--- config.mk ---
export PLATFORM = sky130hd
export DESIGN_NAME = double_ended_queue
export DESIGN_NICKNAME = d
export VERILOG_FILES = /design/src/rtl/deq_pkg.sv /design/src/rtl/deq_ram.sv /design/src/rtl/deq_ctrl.sv /design/src/rtl/double_ended_queue.sv
export VERILOG_INCLUDE_DIRS = /design/src /design/src/rtl
export SDC_FILE = /design/constraint.sdc
export NUM_CORES = 1
export LEC_CHECK = 0
export ABC_CLOCK_PERIOD_IN_PS = 6200
export BUFFER_PORTS_ARGS = -buffer_cell sky130_fd_sc_hd__buf_4
export CORE_MARGIN = 8
export CORE_UTILIZATION = 40
export CTS_CLUSTER_DIAMETER = 60
export DETAILED_ROUTE_END_ITERATION = 12
export HOLD_SLACK_MARGIN = 0.1
export MAX_ROUTING_LAYER = met4
export PLACE_DENSITY_LB_ADDON = 0.15
export SLEW_MARGIN = 20
export SYNTH_ARGS = -nofsm -noshare
export SYNTH_HDL_FRONTEND = slang
export SYNTH_HIERARCHICAL = 1
export SYNTH_SLANG_ARGS = --single-unit
--- constraint.sdc ---
create_clock -name i_clk -period 6.2 [get_ports i_clk]
set_input_delay 0.31 -clock i_clk [delete_from_list [all_inputs] [get_ports i_clk]]
set_output_delay 0.31 -clock i_clk [all_outputs]
set_load 0.02 [all_outputs]
--- src/rtl/double_ended_queue_assert.svh ---
// ----------------------------------------------------------------------------
// double_ended_queue_assert
// assertion macros used by the deque control (deq_ctrl)
// ----------------------------------------------------------------------------
`ifndef DOUBLE_ENDED_QUEUE_ASSERT_SVH
`define DOUBLE_ENDED_QUEUE_ASSERT_SVH

`ifndef ASSERT_OFF

`define DEQ_ASSERT_ALWAYS(label, clk, rst_n, cond) \
    label: assert property (@(posedge clk) disable iff (!rst_n) (cond)) \
        else $error("deque assertion failed");

`define DEQ_ASSERT_IMPLY(label, clk, rst_n, ante, cons) \
    label: assert property (@(posedge clk) disable iff (!rst_n) (ante) |-> (cons)) \
        else $error("deque assertion failed");

`define DEQ_ASSERT_NEXT(label, clk, rst_n, ante, cons) \
    label: assert property (@(posedge clk) disable iff (!rst_n) (ante) |=> (cons)) \
        else $error("deque assertion failed");

`else

`define DEQ_ASSERT_ALWAYS(label, clk, rst_n, cond)
`define DEQ_ASSERT_IMPLY(label, clk, rst_n, ante, cons)
`define DEQ_ASSERT_NEXT(label, clk, rst_n, ante, cons)

`endif

`endif

--- src/rtl/deq_pkg.sv ---
// ----------------------------------------------------------------------------
// deq_pkg
// types and constants for the double-ended queue
// ----------------------------------------------------------------------------
package deq_pkg;

    localparam int DEPTH_DEF  = 16;
    localparam int DATA_W_DEF = 32;
    localparam int WORD_W     = 32;
    localparam int DATA_MAX_W = 64;
    localparam int FUNC_W     = 3;
    localparam int ERR_W      = 2;

    typedef enum logic [FUNC_W-1:0] {
        FN_PUSH_HEAD = 3'd0,
        FN_PUSH_TAIL = 3'd1,
        FN_POP_HEAD  = 3'd2,
        FN_POP_TAIL  = 3'd3,
        FN_PEEK_HEAD = 3'd4,
        FN_PEEK_TAIL = 3'd5,
        FN_FLUSH     = 3'd6
    } t_func;

    typedef enum logic [ERR_W-1:0] {
        ERR_OK        = 2'd0,
        ERR_OVERFLOW  = 2'd1,
        ERR_UNDERFLOW = 2'd2
    } t_err;

    typedef enum logic [1:0] {
        ST_IDLE = 2'd0,
        ST_READ = 2'd1,
        ST_OUT  = 2'd2
    } t_state;

endpackage

--- src/rtl/deq_ram.sv ---
// ----------------------------------------------------------------------------
// deq_ram
// entry store, one write port and one read port, registered read data
// ----------------------------------------------------------------------------
module deq_ram #(
    parameter int DEPTH      = deq_pkg::DEPTH_DEF,
    parameter int DATA_WIDTH = deq_pkg::DATA_W_DEF,
    localparam int PTR_W     = $clog2(DEPTH)
) (
    input  logic                  i_clk,
    input  logic                  i_we,
    input  logic [PTR_W-1:0]      i_waddr,
    input  logic [DATA_WIDTH-1:0] i_wdata,
    input  logic                  i_re,
    input  logic [PTR_W-1:0]      i_raddr,
    output logic [DATA_WIDTH-1:0] o_rdata
);

    logic [DATA_WIDTH-1:0] r_mem [DEPTH];
    logic [DATA_WIDTH-1:0] r_rdata;

    always_ff @(posedge i_clk) begin
        if (i_we) begin
            r_mem[i_waddr] <= i_wdata;
        end
    end

    always_ff @(posedge i_clk) begin
        if (i_re) begin
            r_rdata <= r_mem[i_raddr];
        end
    end

    assign o_rdata = r_rdata;

endmodule

--- src/rtl/deq_ctrl.sv ---
// ----------------------------------------------------------------------------
// deq_ctrl
// pointer and count keeping, store access sequencing and result register
// ----------------------------------------------------------------------------
`include "double_ended_queue_assert.svh"

module deq_ctrl #(
    parameter int DEPTH      = deq_pkg::DEPTH_DEF,
    parameter int DATA_WIDTH = deq_pkg::DATA_W_DEF,
    localparam int PTR_W     = $clog2(DEPTH),
    localparam int CNT_W     = $clog2(DEPTH + 1)
) (
    input  logic                         i_clk,
    input  logic                         i_rst_n,
    input  logic                         i_valid,
    output logic                         o_stall,
    input  logic [deq_pkg::FUNC_W-1:0]   i_func,
    input  logic [deq_pkg::WORD_W-1:0]   i_data_in,
    output logic                         o_valid,
    input  logic                         i_stall,
    output logic [deq_pkg::WORD_W-1:0]   o_data_out,
    output logic                         o_data_valid,
    output logic [deq_pkg::ERR_W-1:0]    o_error,
    output logic [CNT_W-1:0]             o_count,
    output logic                         o_empty_res,
    output logic                         o_full_res,
    output logic                         o_we,
    output logic [PTR_W-1:0]             o_waddr,
    output logic [DATA_WIDTH-1:0]        o_wdata,
    output logic                         o_re,
    output logic [PTR_W-1:0]             o_raddr,
    input  logic [DATA_WIDTH-1:0]        i_rdata
);

    deq_pkg::t_state               r_state, n_state;
    logic [PTR_W-1:0]              r_head, n_head;
    logic [PTR_W-1:0]              r_tail, n_tail;
    logic [CNT_W-1:0]              r_count, n_count;
    logic [deq_pkg::WORD_W-1:0]    r_data, n_data;
    logic                          r_dvalid, n_dvalid;
    deq_pkg::t_err                 r_err, n_err;

    logic                          w_full;
    logic                          w_empty;
    logic                          w_accept;
    logic                          w_rd;
    logic [PTR_W-1:0]              w_head_fwd, w_head_back;
    logic [PTR_W-1:0]              w_tail_fwd, w_tail_back;
    logic [deq_pkg::DATA_MAX_W-1:0] w_in_ext;
    logic [deq_pkg::DATA_MAX_W-1:0] w_rd_ext;

    assign w_full  = (r_count == CNT_W'(DEPTH));
    assign w_empty = (r_count == '0);

    assign w_head_fwd  = (r_head == PTR_W'(DEPTH - 1)) ? '0 : r_head + PTR_W'(1);
    assign w_head_back = (r_head == '0) ? PTR_W'(DEPTH - 1) : r_head - PTR_W'(1);
    assign w_tail_fwd  = (r_tail == PTR_W'(DEPTH - 1)) ? '0 : r_tail + PTR_W'(1);
    assign w_tail_back = (r_tail == '0) ? PTR_W'(DEPTH - 1) : r_tail - PTR_W'(1);

    assign w_in_ext = deq_pkg::DATA_MAX_W'(i_data_in);
    assign w_rd_ext = deq_pkg::DATA_MAX_W'(i_rdata);
    assign o_wdata  = w_in_ext[DATA_WIDTH-1:0];

    always_ff @(posedge i_clk) begin
        if (!i_rst_n) begin
            r_state <= deq_pkg::ST_IDLE;
            r_head  <= '0;
            r_tail  <= '0;
            r_count <= '0;
        end else begin
            r_state <= n_state;
            r_head  <= n_head;
            r_tail  <= n_tail;
            r_count <= n_count;
        end
    end

    always_ff @(posedge i_clk) begin
        r_data   <= n_data;
        r_dvalid <= n_dvalid;
        r_err    <= n_err;
    end

    always_comb begin
        o_stall  = !((r_state == deq_pkg::ST_IDLE) ||
                     ((r_state == deq_pkg::ST_OUT) && !i_stall));
        o_valid  = (r_state == deq_pkg::ST_OUT);
        w_accept = i_valid && !o_stall;
        w_rd     = 1'b0;
        n_state  = r_state;
        n_head   = r_head;
        n_tail   = r_tail;
        n_count  = r_count;
        n_data   = r_data;
        n_dvalid = r_dvalid;
        n_err    = r_err;
        o_we     = 1'b0;
        o_waddr  = r_tail;
        o_re     = 1'b0;
        o_raddr  = r_head;

        if (r_state == deq_pkg::ST_READ) begin
            n_data = w_rd_ext[deq_pkg::WORD_W-1:0];
        end

        if (w_accept) begin
            n_data   = '0;
            n_dvalid = 1'b0;
            n_err    = deq_pkg::ERR_OK;
            unique case (deq_pkg::t_func'(i_func))
                deq_pkg::FN_PUSH_HEAD: begin
                    if (w_full) begin
                        n_err = deq_pkg::ERR_OVERFLOW;
                    end else begin
                        o_we    = 1'b1;
                        o_waddr = w_head_back;
                        n_head  = w_head_back;
                        n_count = r_count + CNT_W'(1);
                    end
                end
                deq_pkg::FN_PUSH_TAIL: begin
                    if (w_full) begin
                        n_err = deq_pkg::ERR_OVERFLOW;
                    end else begin
                        o_we    = 1'b1;
                        o_waddr = r_tail;
                        n_tail  = w_tail_fwd;
                        n_count = r_count + CNT_W'(1);
                    end
                end
                deq_pkg::FN_POP_HEAD: begin
                    if (w_empty) begin
                        n_err = deq_pkg::ERR_UNDERFLOW;
                    end else begin
                        w_rd    = 1'b1;
                        o_raddr = r_head;
                        n_head  = w_head_fwd;
                        n_count = r_count - CNT_W'(1);
                    end
                end
                deq_pkg::FN_POP_TAIL: begin
                    if (w_empty) begin
                        n_err = deq_pkg::ERR_UNDERFLOW;
                    end else begin
                        w_rd    = 1'b1;
                        o_raddr = w_tail_back;
                        n_tail  = w_tail_back;
                        n_count = r_count - CNT_W'(1);
                    end
                end
                deq_pkg::FN_PEEK_HEAD: begin
                    if (w_empty) begin
                        n_err = deq_pkg::ERR_UNDERFLOW;
                    end else begin
                        w_rd    = 1'b1;
                        o_raddr = r_head;
                    end
                end
                deq_pkg::FN_PEEK_TAIL: begin
                    if (w_empty) begin
                        n_err = deq_pkg::ERR_UNDERFLOW;
                    end else begin
                        w_rd    = 1'b1;
                        o_raddr = w_tail_back;
                    end
                end
                deq_pkg::FN_FLUSH: begin
                    n_head  = '0;
                    n_tail  = '0;
                    n_count = '0;
                end
                default: begin
                end
            endcase
            o_re     = w_rd;
            n_dvalid = w_rd;
        end

        unique case (r_state)
            deq_pkg::ST_IDLE: begin
                if (w_accept) begin
                    n_state = w_rd ? deq_pkg::ST_READ : deq_pkg::ST_OUT;
                end
            end
            deq_pkg::ST_READ: begin
                n_state = deq_pkg::ST_OUT;
            end
            deq_pkg::ST_OUT: begin
                if (w_accept) begin
                    n_state = w_rd ? deq_pkg::ST_READ : deq_pkg::ST_OUT;
                end else if (!i_stall) begin
                    n_state = deq_pkg::ST_IDLE;
                end
            end
            default: begin
                n_state = deq_pkg::ST_IDLE;
            end
        endcase
    end

    assign o_data_out   = r_data;
    assign o_data_valid = r_dvalid;
    assign o_error      = r_err;
    assign o_count      = r_count;
    assign o_empty_res  = w_empty;
    assign o_full_res   = w_full;

    `DEQ_ASSERT_ALWAYS(a_count_range, i_clk, i_rst_n, r_count <= CNT_W'(DEPTH))
    `DEQ_ASSERT_ALWAYS(a_one_access, i_clk, i_rst_n, !(o_we && o_re))
    `DEQ_ASSERT_IMPLY(a_read_blocks, i_clk, i_rst_n, r_state == deq_pkg::ST_READ, o_stall)
    `DEQ_ASSERT_NEXT(a_read_to_out, i_clk, i_rst_n, r_state == deq_pkg::ST_READ,
        (r_state == deq_pkg::ST_OUT) && r_dvalid)

endmodule

--- src/rtl/double_ended_queue.sv ---
// ----------------------------------------------------------------------------
// double_ended_queue
// double-ended queue over a circular entry store with head and tail pointers
//
// channel | dir | handshake          | fields
// --------+-----+--------------------+--------------------------------------
// input   | in  | i_valid / o_stall  | i_func, i_data_in
// result  | out | o_valid / i_stall  | o_data_out, o_data_valid, o_error,
//         |     |                    | o_count, o_empty_res, o_full_res
//
// push, flush and failed ops: one word per cycle while the result is not stalled, result in the next cycle
// pop and peek: input is stalled while the registered read of the store is pending
// the next word is taken in the cycle the pending result leaves
// a stalled result holds, and input is stalled until it is taken
// reset clears pointers and count at once, the store is not cleared
// ----------------------------------------------------------------------------
module double_ended_queue #(
    parameter int DEPTH      = deq_pkg::DEPTH_DEF,
    parameter int DATA_WIDTH = deq_pkg::DATA_W_DEF,
    localparam int PTR_W     = $clog2(DEPTH),
    localparam int CNT_W     = $clog2(DEPTH + 1)
) (
    input  logic                         i_clk,
    input  logic                         i_rst_n,
    input  logic                         i_valid,
    output logic                         o_stall,
    input  logic [deq_pkg::FUNC_W-1:0]   i_func,
    input  logic [deq_pkg::WORD_W-1:0]   i_data_in,
    output logic                         o_valid,
    input  logic                         i_stall,
    output logic [deq_pkg::WORD_W-1:0]   o_data_out,
    output logic                         o_data_valid,
    output logic [deq_pkg::ERR_W-1:0]    o_error,
    output logic [CNT_W-1:0]             o_count,
    output logic                         o_empty_res,
    output logic                         o_full_res
);

    logic                  w_we;
    logic [PTR_W-1:0]      w_waddr;
    logic [DATA_WIDTH-1:0] w_wdata;
    logic                  w_re;
    logic [PTR_W-1:0]      w_raddr;
    logic [DATA_WIDTH-1:0] w_rdata;

    deq_ctrl #(
        .DEPTH      (DEPTH),
        .DATA_WIDTH (DATA_WIDTH)
    ) u_ctrl (
        .i_clk        (i_clk),
        .i_rst_n      (i_rst_n),
        .i_valid      (i_valid),
        .o_stall      (o_stall),
        .i_func       (i_func),
        .i_data_in    (i_data_in),
        .o_valid      (o_valid),
        .i_stall      (i_stall),
        .o_data_out   (o_data_out),
        .o_data_valid (o_data_valid),
        .o_error      (o_error),
        .o_count      (o_count),
        .o_empty_res  (o_empty_res),
        .o_full_res   (o_full_res),
        .o_we         (w_we),
        .o_waddr      (w_waddr),
        .o_wdata      (w_wdata),
        .o_re         (w_re),
        .o_raddr      (w_raddr),
        .i_rdata      (w_rdata)
    );

    deq_ram #(
        .DEPTH      (DEPTH),
        .DATA_WIDTH (DATA_WIDTH)
    ) u_ram (
        .i_clk   (i_clk),
        .i_we    (w_we),
        .i_waddr (w_waddr),
        .i_wdata (w_wdata),
        .i_re    (w_re),
        .i_raddr (w_raddr),
        .o_rdata (w_rdata)
    );

endmodule
==> results.yml, run 1 <==
run_status:
  status: "complete, no violations"
synthesis:
  synth_area_leaders: "edfxtp_1, mux4_2, dfxtp_1"
  synth_top_area_share_pct: 71.6
  synth_cells: 1181
  syn_area_per_cell_um2: 19.4
  ys_types: 59
  synth_ff_type: "edfxtp_1"
  ys_seq_area_share_pct: 75.7
  syn_nets: 1229
  synth_area_um2: 22900
  synthArstFlopShare_pct: 0
  ys_seq_elements: 594
  synth-edff-count: 547
  synth_warnings: 6
  synth_top_area_cell: "edfxtp_1"
placement:
  place_inst: 1955
  io_buffers: 82
  routabilityCongestion: 0.740
  place_hpwl_um: 28500
  pre_cts_ws_ps: 2170
layout:
  seqCellArea_um2: 17400
  drive_gt1_share_pct: 27.3
  stdcell_count: 2111
  multi_input_area_um2: 5180
  areaGrowthSynthToFinish_pct: 17.5
  final_common_cell: "edfxtp_1"
  fillers: 4775
  final_cell_mix: "edfxtp_1, mux4_2, nand2_1, buf_4, clkbuf_16"
  num-nets-final: 1351
timing:
  rsz0062_at_grt: "no"
  max_freq_ghz: 0.248
  finalCritPeriodShare_pct: 65.1
  setup_slack_ps: 2160
  slew_headroom_pct: 23.4
  tightest_slew_ps: 1150
  period_needed_ps: 4040
  maxSlewViolCount: 0
  fin_skew_ps: 15.9
  setup_viol: 0
  fin_setup_tns_ps: 0
  hold_viol_final: 0
floorplanning:
  die_x_um: 255
  core_area_um2: 56600
  ios: 83
  start_util_pct: 40.5
  dieHeight_um: 255
  num_rows: 87
  dieArea_um2: 65300
setup_path:
  crit_arrival_ps: 4290
  cp.required_ps: 6450
  crit_fanout: 18
  start_kind: "flip-flop"
  path_class: "reg -> reg"
  cp-end-kind: "flip-flop"
clock_network:
  cts_max_path_buffers: 3
  cts_root_buf: "clkbuf_16"
  clock_sinks: 594
  cts_tree: "built"
  clk_pin_slew_ps: 60
  clk_latency_ps: 590
  cts_made_buffers: 68
  cts_max_level: 3
  postCtsSetupBuffers: 0
drt:
  via_count: 11500
  dr.first_iter.drc_count: 864
  dr.pass1.iters: 7
  routedWlPerCell_um: 25.0
  via_per_inst: 5.44
  drc: 0
  ant_nets: 0
  wirelength_um: 52800
min_path:
  min_path_type: "in -> reg"
job:
  cap_violations: 0
global_routing:
  grt.total_usage_pct: 16.5
  grt_pass1_vias: 11800
  grt_max_degree: 129
  grt_pass1_wl_um: 78700
  antenna_found_initial: 2
  grt.overflow.total: 0
power:
  power.density_nw_per_um2: 333
  design_power_total_w: 0.00898
  peakVddDrop_mv: 0.198
  leakage_nw: 8.57
[logic make-up after synthesis]
kind of cell | after synthesis | synth area share [%]
multiplexers | 131 | 12.7
adder cells (fa/ha/maj) | 9 | 0.524
AND/OR/NAND/NOR | 173 | 3.42
AO/OA/AOI/OAI | 159 | 4.80
buffers and inverters | 106 | 2.50
flip-flops | 594 | 75.7
XOR/XNOR | 9 | 0.344
[routing by layer]
| metal | global-route usage (%) | vias to the layer above | share of wire (%) | wire length, um |
|---|---|---|---|---|
| met2 | 26.2 | 281 | 48 | 25600 |
| li1 | - | 5020 | - | - |
| met5 | - | - | 0 | 0 |
| met3 | 3.27 | 82 | 4.6 | 2450 |
| met4 | 4.19 | 0 | 2.0 | 1040 |
| met1 | 21.8 | 6094 | 45 | 23700 |
[path summary, 6_finish.rpt]
kind | from | to | slack (ps) | cells after the start
min reg2reg | u_ctrl/o_data_out[4]$_SDFFE_PN0N_ | u_ctrl/o_data_out[4]$_SDFFE_PN0N_ | 450 | 2
max reg2reg | u_ctrl/o_count[0]$_SDFFE_PN0P_ | u_ram/r_mem[14][25]$_DFFE_PP_ | 2160 | 7
max | u_ctrl/o_count[0]$_SDFFE_PN0P_ | u_ram/r_mem[14][25]$_DFFE_PP_ | 2160 | 7
min | i_func[0] | u_ctrl/r_tail[3]$_SDFFE_PN0P_ | 200 | 3
[cell usage after synthesis (3+ instances only)]
| cell type | count |
|---|---|
| a211oi_1 | 5 |
| o21ai_1 | 4 |
| ha_1 | 8 |
| xor2_1 | 6 |
| nor2_1 | 24 |
| a22o_1 | 3 |
| nor3_1 | 6 |
| nand2b_1 | 7 |
| a21oi_1 | 48 |
| a22oi_1 | 65 |
| xnor2_1 | 3 |
| inv_1 | 10 |
| nor2b_1 | 6 |
| dfxtp_1 | 47 |
| edfxtp_1 | 547 |
| nand3_1 | 4 |
| buf_1 | 12 |
| and3_1 | 4 |
| mux4_2 | 128 |
| nand2_1 | 106 |
| a32oi_1 | 3 |
| o21ai_0 | 9 |
| buf_4 | 42 |
| clkbuf_1 | 28 |
| buf_2 | 9 |
[critical path, stage by stage, from the launching register on]
cell,delay [ps]
dfxtp_1,380
or4_4,650
o2111ai_2,270
nor2_1,160
a21oi_1,590
nand2b_1,400
nor2_4,770
buf_4,460
[cell type report]
class,instances,share of cell area (%)
sequential,594,64.4
multi-input combinational,481,19.2
clock buffer,98,7.08
timing repair buffer,144,4.61
tap,756,3.51
clock inverter,22,0.933
inverter,14,0.195
antenna,2,0.0186
[report_power, final]
part,internal [W],switching [W],leakage [nW]
Sequential,0.00443,0.0000223,5.31
Combinational,0.000277,0.000359,2.21
Clock,0.00235,0.00154,1.05
Total,0.00705,0.00192,8.57
[repair_timing]
action                    CTS  global route
gates resized for setup     0             0
hold endpoints to repair  516             0
hold buffers               34             0
[state kept, by name, indices dropped and copies added (netlist names)]
register	flops
u_ram/r_mem	512
u_ctrl/o_data_out	32
u_ram/o_rdata	32
u_ctrl/o_count	5
u_ctrl/r_head	4
u_ctrl/r_tail	4
u_ctrl/o_error	2
u_ctrl/r_state	2
u_ctrl/o_data_valid	1
[per-stage QoR]
stage	util (%)	cell area (um^2)	hold WS [ps]
floorplan	-	22900	448
global placement	43.1	24400	448
detailed placement	43.2	24400	450
CTS	47.6	26900	161
global route	47.6	26900	208
finish	47.6	26900	197
No activity file was read; power rests on OpenSTA's default activity.
==> run 2: changes to the inputs <==
--- a/config.mk
+++ b/config.mk
@@ -6,7 +6,8 @@
 export SDC_FILE = /design/constraint.sdc
 export NUM_CORES = 1
 export LEC_CHECK = 0
-export ABC_CLOCK_PERIOD_IN_PS = 6200
+export ABC_AREA = 1
+export ABC_CLOCK_PERIOD_IN_PS = 3900
 export BUFFER_PORTS_ARGS = -buffer_cell sky130_fd_sc_hd__buf_4
 export CORE_MARGIN = 8
 export CORE_UTILIZATION = 40
==> constraint.sdc (replaced) <==
create_clock -name i_clk -period 3.9 [get_ports i_clk]
set_input_delay 0.195 -clock i_clk [delete_from_list [all_inputs] [get_ports i_clk]]
set_output_delay 0.195 -clock i_clk [all_outputs]
set_load 0.02 [all_outputs]
==> results.yml, run 2 <==
floorplanning:
  ios: 83
  start_util_pct: 40.4
  dieArea_um2: 73600
  die_x_um: 271
  core_area_um2: 64500
  dieHeight_um: 271
  num_rows: 93
timing:
  period_needed_ps: 3230
  fin_skew_ps: 20.5
  fin_setup_tns_ps: 0
  max_freq_ghz: 0.309
  tightest_slew_ps: 1110
  finalCritPeriodShare_pct: 82.9
  rsz0062_at_grt: "no"
  setup_viol: 0
  slew_headroom_pct: 25.6
  maxSlewViolCount: 0
  hold_viol_final: 0
drt:
  drc: 0
  dr.first_iter.drc_count: 1236
  wirelength_um: 67100
  via_per_inst: 4.82
  dr.pass1.iters: 5
  ant_nets: 0
  via_count: 17300
  routedWlPerCell_um: 18.7
synthesis:
  synth_compound_area_share_pct: 0.586
  synth_area_leaders: "edfxtp_1, nand2_1, nand3_1"
  synth_top_area_cell: "edfxtp_1"
  synth_cells: 2594
  synth_top_area_share_pct: 63.0
  ys_types: 34
  ys_seq_area_share_pct: 66.6
  ys_seq_elements: 594
  syn_nets: 2642
  synthArstFlopShare_pct: 0
  synth_commonest_cells: "nand2_1, edfxtp_1, inv_1"
  synthAdderAreaFrac_pct: 0.461
  synth_top_family_by_area: "simple AND/OR/NAND/NOR gates"
  synth_area_um2: 26100
  synth.area.mux_share_pct: 0.0384
  synth_most_common_cell: "nand2_1"
  synthXorXnorAreaFrac_pct: 0.168
  syn_area_per_cell_um2: 10.0
  synth-edff-count: 547
  synth_ff_type: "edfxtp_1"
  yosys.area_share.simple_pct: 21.7
  synth_warnings: 6
setup_path:
  slowest_delay_ps: 800
  crit_family: "simple AND/OR/NAND/NOR gates"
  crit_buf_inv: 3
  start_kind: "flip-flop"
  cp.required_ps: 4240
  cp_common_cell: "nand3_1"
  crit_arrival_ps: 3570
  cp_cell_sequence: "nor2_1 > nand3_1 > nand2_1 > nor2_4 > inv_2 > nor2_4 > o21ai_4 > inv_6 > buf_4 > nand2_1 > nand3_1 > nand3_1 > nand3_1 > nand2_1"
  path_class: "reg -> reg"
  critPathSlowestCell: "buf_4"
  crit_fanout: 96
  cp-end-kind: "flip-flop"
global_routing:
  grt.total_usage_pct: 18.6
  antenna_found_initial: 2
  grt_max_degree: 161
  grt_pass1_wl_um: 102000
  grt.overflow.total: 0
  grt_pass1_vias: 16600
clock_network:
  clock_sinks: 594
  clk_latency_ps: 590
  postCtsResizedCells: 0
  cts_max_level: 3
  cts_tree: "built"
  clk_pin_slew_ps: 60
  cts_root_buf: "clkbuf_16"
  cts_made_buffers: 69
  cts_max_path_buffers: 3
layout:
  largest_reg_flops: 512
  utilization_pct: 46.5
  final_common_cell: "nand2_1"
  regMostFlops: "u_ram/r_mem"
  stdcell_count: 3585
  areaGrowthSynthToFinish_pct: 15.0
  final_cell_mix: "nand2_1, edfxtp_1, inv_1, nand3_1, buf_4"
  num-nets-final: 2723
  drive_gt1_share_pct: 9.67
placement:
  place_inst: 3421
  routabilityCongestion: 0.820
  place_hpwl_um: 34100
  io_buffers: 82
power:
  leakage_nw: 12.9
  power.density_nw_per_um2: 490
  peakVddDrop_mv: 0.260
run_status:
  status: "complete, no violations"
job:
  cap_violations: 0
min_path:
  min_path_type: "in -> reg"
## run 2: final timing paths
kind | end | cells past startpoint | start | slack (ps)
min | u_ctrl/r_state[0]$_SDFFE_PN0P_ | 5 | i_valid | 150
max | u_ram/o_rdata[29]$_DFFE_PP_ | 14 | u_ctrl/o_count[0]$_SDFFE_PN0P_ | 670
min reg2reg | u_ctrl/o_data_out[30]$_SDFFE_PN0N_ | 4 | u_ctrl/o_data_out[30]$_SDFFE_PN0N_ | 520
max reg2reg | u_ram/o_rdata[29]$_DFFE_PP_ | 14 | u_ctrl/o_count[0]$_SDFFE_PN0P_ | 670
## run 2: cell families after synthesis
| group | after synthesis |
|---|---|
| buf+inv | 604 |
| compound gates | 29 |
| mux | 1 |
| fa+ha+maj | 9 |
| xor+xnor | 5 |
| flops | 594 |
| simple gates | 1352 |
## run 2: routing by layer
layer  vias to the layer above  GRT usage (%)  wire [um]
li1                       8451              -          -
met1                      8310           24.5      31000
met2                       415           29.4      31300
met3                        97           3.28       3460
met4                         0           5.27       1400
met5                         -              -          0
## run 2: area by class of cell
| type | instances | area, um^2 |
|---|---|---|
| repair buffers | 160 | 1480 |
| clock inverters | 37 | 328 |
| fillers | 6034 | 34500 |
| diodes | 1 | 2.50 |
| inverters | 454 | 1710 |
| clock buffers | 88 | 1850 |
| flip-flops and latches | 594 | 17400 |
| multi-input cells | 1396 | 6170 |
| well taps | 855 | 1070 |
## run 2: metrics by stage
step	hold slack, ps	worst slack (ps)	power (W)	instance area, um^2
floorplan	344	540	0.00820	26100
global placement	489	805	0.00858	27400
detailed placement	478	691	0.00860	27400
CTS	123	680	0.0149	30000
global route	177	477	0.0153	30000
finish	153	668	0.0147	30000
## run 2: worst register-to-register path: stages, from the launching register on
cell,delay [ps]
dfxtp_1,430
nor2_1,130
nand3_1,170
nand2_1,150
nor2_4,120
inv_2,60
nor2_4,270
o21ai_4,150
inv_6,90
buf_4,800
nand2_1,180
nand3_1,120
nand3_1,90
nand3_1,160
nand2_1,70
## run 2: power breakdown
| group | internal, W | total [W] | switching, W |
|---|---|---|---|
| Clock | 0.00365 | 0.00620 | 0.00255 |
| Sequential | 0.00704 | 0.00707 | 0.0000299 |
| Combinational | 0.000423 | 0.00141 | 0.000989 |
| Total | 0.0111 | 0.0147 | 0.00357 |
## run 2: what timing repair did
action                                 CTS  global route
setup buffers                            0             0
endpoints found under the hold margin  528             0
hold buffers                            38             0
==> run 3: changes to the inputs <==
--- a/config.mk
+++ b/config.mk
@@ -6,8 +6,8 @@
 export SDC_FILE = /design/constraint.sdc
 export NUM_CORES = 1
 export LEC_CHECK = 0
-export ABC_AREA = 1
-export ABC_CLOCK_PERIOD_IN_PS = 3900
+export ABC_AREA = 0
+export ABC_CLOCK_PERIOD_IN_PS = 3000
 export BUFFER_PORTS_ARGS = -buffer_cell sky130_fd_sc_hd__buf_4
 export CORE_MARGIN = 8
 export CORE_UTILIZATION = 40
==> constraint.sdc (replaced) <==
create_clock -name i_clk -period 3 [get_ports i_clk]
set_input_delay 0.15 -clock i_clk [delete_from_list [all_inputs] [get_ports i_clk]]
set_output_delay 0.15 -clock i_clk [all_outputs]
set_load 0.02 [all_outputs]
==> results.yml, run 3 (same netlist as run 1, synthesis figures left out) <==
run_status:
  status: "finished with violations"
  violations: "setup timing"
timing:
  maxSlewViolCount: 0
  hold_viol_final: 0
  fin_skew_ps: 15.3
  tightest_slew_ps: 616
  max_freq_ghz: 0.329
  period_needed_ps: 3040
  rsz0062_at_grt: "yes"
  setup_viol: 93
  finalCritPeriodShare_pct: 101
  setup_slack_ps: -42.4
  slew_headroom_pct: 58.9
layout:
  areaGrowthSynthToFinish_pct: 26.6
  drive_gt1_share_pct: 37.0
  final_cell_mix: "edfxtp_1, buf_4, mux4_2, nand2_1, clkbuf_16"
  largest_reg_flops: 512
  regMostFlops: "u_ram/r_mem"
  num-nets-final: 1471
  stdcell_count: 2232
  final_common_cell: "edfxtp_1"
drt:
  drc: 0
  met1_length_um: 26400
  wirelength_um: 57800
  wl_met3_um: 2560
  via_count: 12000
  top_layer: "met4"
  ant_nets: 0
  dr.first_iter.drc_count: 970
  via_per_inst: 5.39
  met2WireLength_um: 27900
  dr.pass1.iters: 5
  routedWlPerCell_um: 25.9
setup_path:
  cp.required_ps: 3330
  cp_cell_sequence: "or4_4 > buf_6 > o2111ai_4 > nor2_4 > mux2_4 > or3b_4 > buf_4 > nor2_4 > buf_12 > clkbuf_16"
  crit_fanout: 6
  path_class: "reg -> reg"
  critPathSlowestCell: "or4_4"
  start_kind: "flip-flop"
  cp-end-kind: "flip-flop"
  slowest_delay_ps: 550
  crit_start: "u_ctrl/o_count[0]$_SDFFE_PN0P_"
  crit_arrival_ps: 3370
  r2r_start: "u_ctrl/o_count[0]$_SDFFE_PN0P_"
  crit_buf_inv: 4
  cp_common_cell: "nor2_4"
  crit_family: "simple AND/OR/NAND/NOR gates"
placement:
  routabilityCongestion: 0.776
  io_buffers: 82
  place_hpwl_um: 31900
  place_inst: 2033
  pre_cts_ws_ps: -77.0
min_path:
  worstHoldStart: "i_data_in[17]"
  min_path_type: "in -> reg"
clock_network:
  cts_tree: "built"
  cts_root_buf: "clkbuf_16"
  cts_max_path_buffers: 3
  cts_max_level: 2
  clk_pin_slew_ps: 60
  clock_sinks: 594
  clk_latency_ps: 620
  cts_made_buffers: 61
floorplanning:
  num_rows: 87
  dieArea_um2: 65300
  start_util_pct: 40.5
  dieHeight_um: 255
  die_x_um: 255
  ios: 83
  core_area_um2: 56600
power:
  power.density_nw_per_um2: 633
  peakVddDrop_mv: 0.500
  leakage_nw: 9.40
global_routing:
  grt.total_usage_pct: 17.1
  grt_max_degree: 40
  grt_pass1_wl_um: 81800
  grt_pass1_vias: 12300
  grt.overflow.total: 0
  antenna_found_initial: 2
job:
  cap_violations: 0
-- run 3: repair_timing --
action | in CTS | in global routing
pin swaps | 7 | 38
hold buffers | 40 | 0
resized for setup | 23 | 59
cloned | 3 | 21
buffers inserted | 8 | 12
setup endpoints to repair | 127 | 241
endpoints found under the hold margin | 523 | 0
-- run 3: worst reg2reg max path: cells and delay by family (launching register included) --
kind	cells	cell delay, ps
muxes	1	340
and+or+nand+nor	4	1170
buffers and inverters	4	680
DFF	1	340
AOI/OAI and AO/OA	1	240
-- run 3: path summary, 6_finish.rpt --
kind,end,slack [ps],cells past startpoint
max,u_ram/r_mem[3][16]$_DFFE_PP_,-40,10
min,u_ram/r_mem[1][17]$_DFFE_PP_,370,2
max reg2reg,u_ram/r_mem[3][16]$_DFFE_PP_,-40,10
min reg2reg,u_ctrl/o_data_out[8]$_SDFFE_PN0N_,450,2
-- run 3: layout make-up --
cell class	count	area, um^2
inverters	14	52.6
multi-input cells	481	5500
clock inverters	23	256
repair buffers	271	3210
clock buffers	91	1710
diodes	2	5.00
flip-flops and latches	594	17400
well taps	756	946
fillers	4609	27600
-- run 3: layer usage --
| metal | track usage [%] | vias to the layer above |
|---|---|---|
| met5 | - | - |
| met4 | 4.17 | 0 |
| met3 | 2.45 | 67 |
| met2 | 27.2 | 291 |
| met1 | 23.3 | 6401 |
| li1 | - | 5270 |
-- run 3: per-stage QoR --
stage	instance area, um^2	util (%)	TNS, ps	total power (W)	hold slack [ps]
after floorplan	23100	-	-84800	0.0103	288
after global placement	25500	45.1	-1530	0.0108	443
after detailed placement	25500	45.1	-1270	0.0108	449
after CTS	28200	49.8	-1880	0.0184	342
after global routing	29000	51.3	-9470	0.0190	382
final	29000	51.3	-1880	0.0184	372
-- run 3: power by group --
part	internal, W	switching (W)	total, W
sequential	0.00914	0.0000351	0.00918
clock	0.00436	0.00310	0.00747
combinational	0.000857	0.000889	0.00175
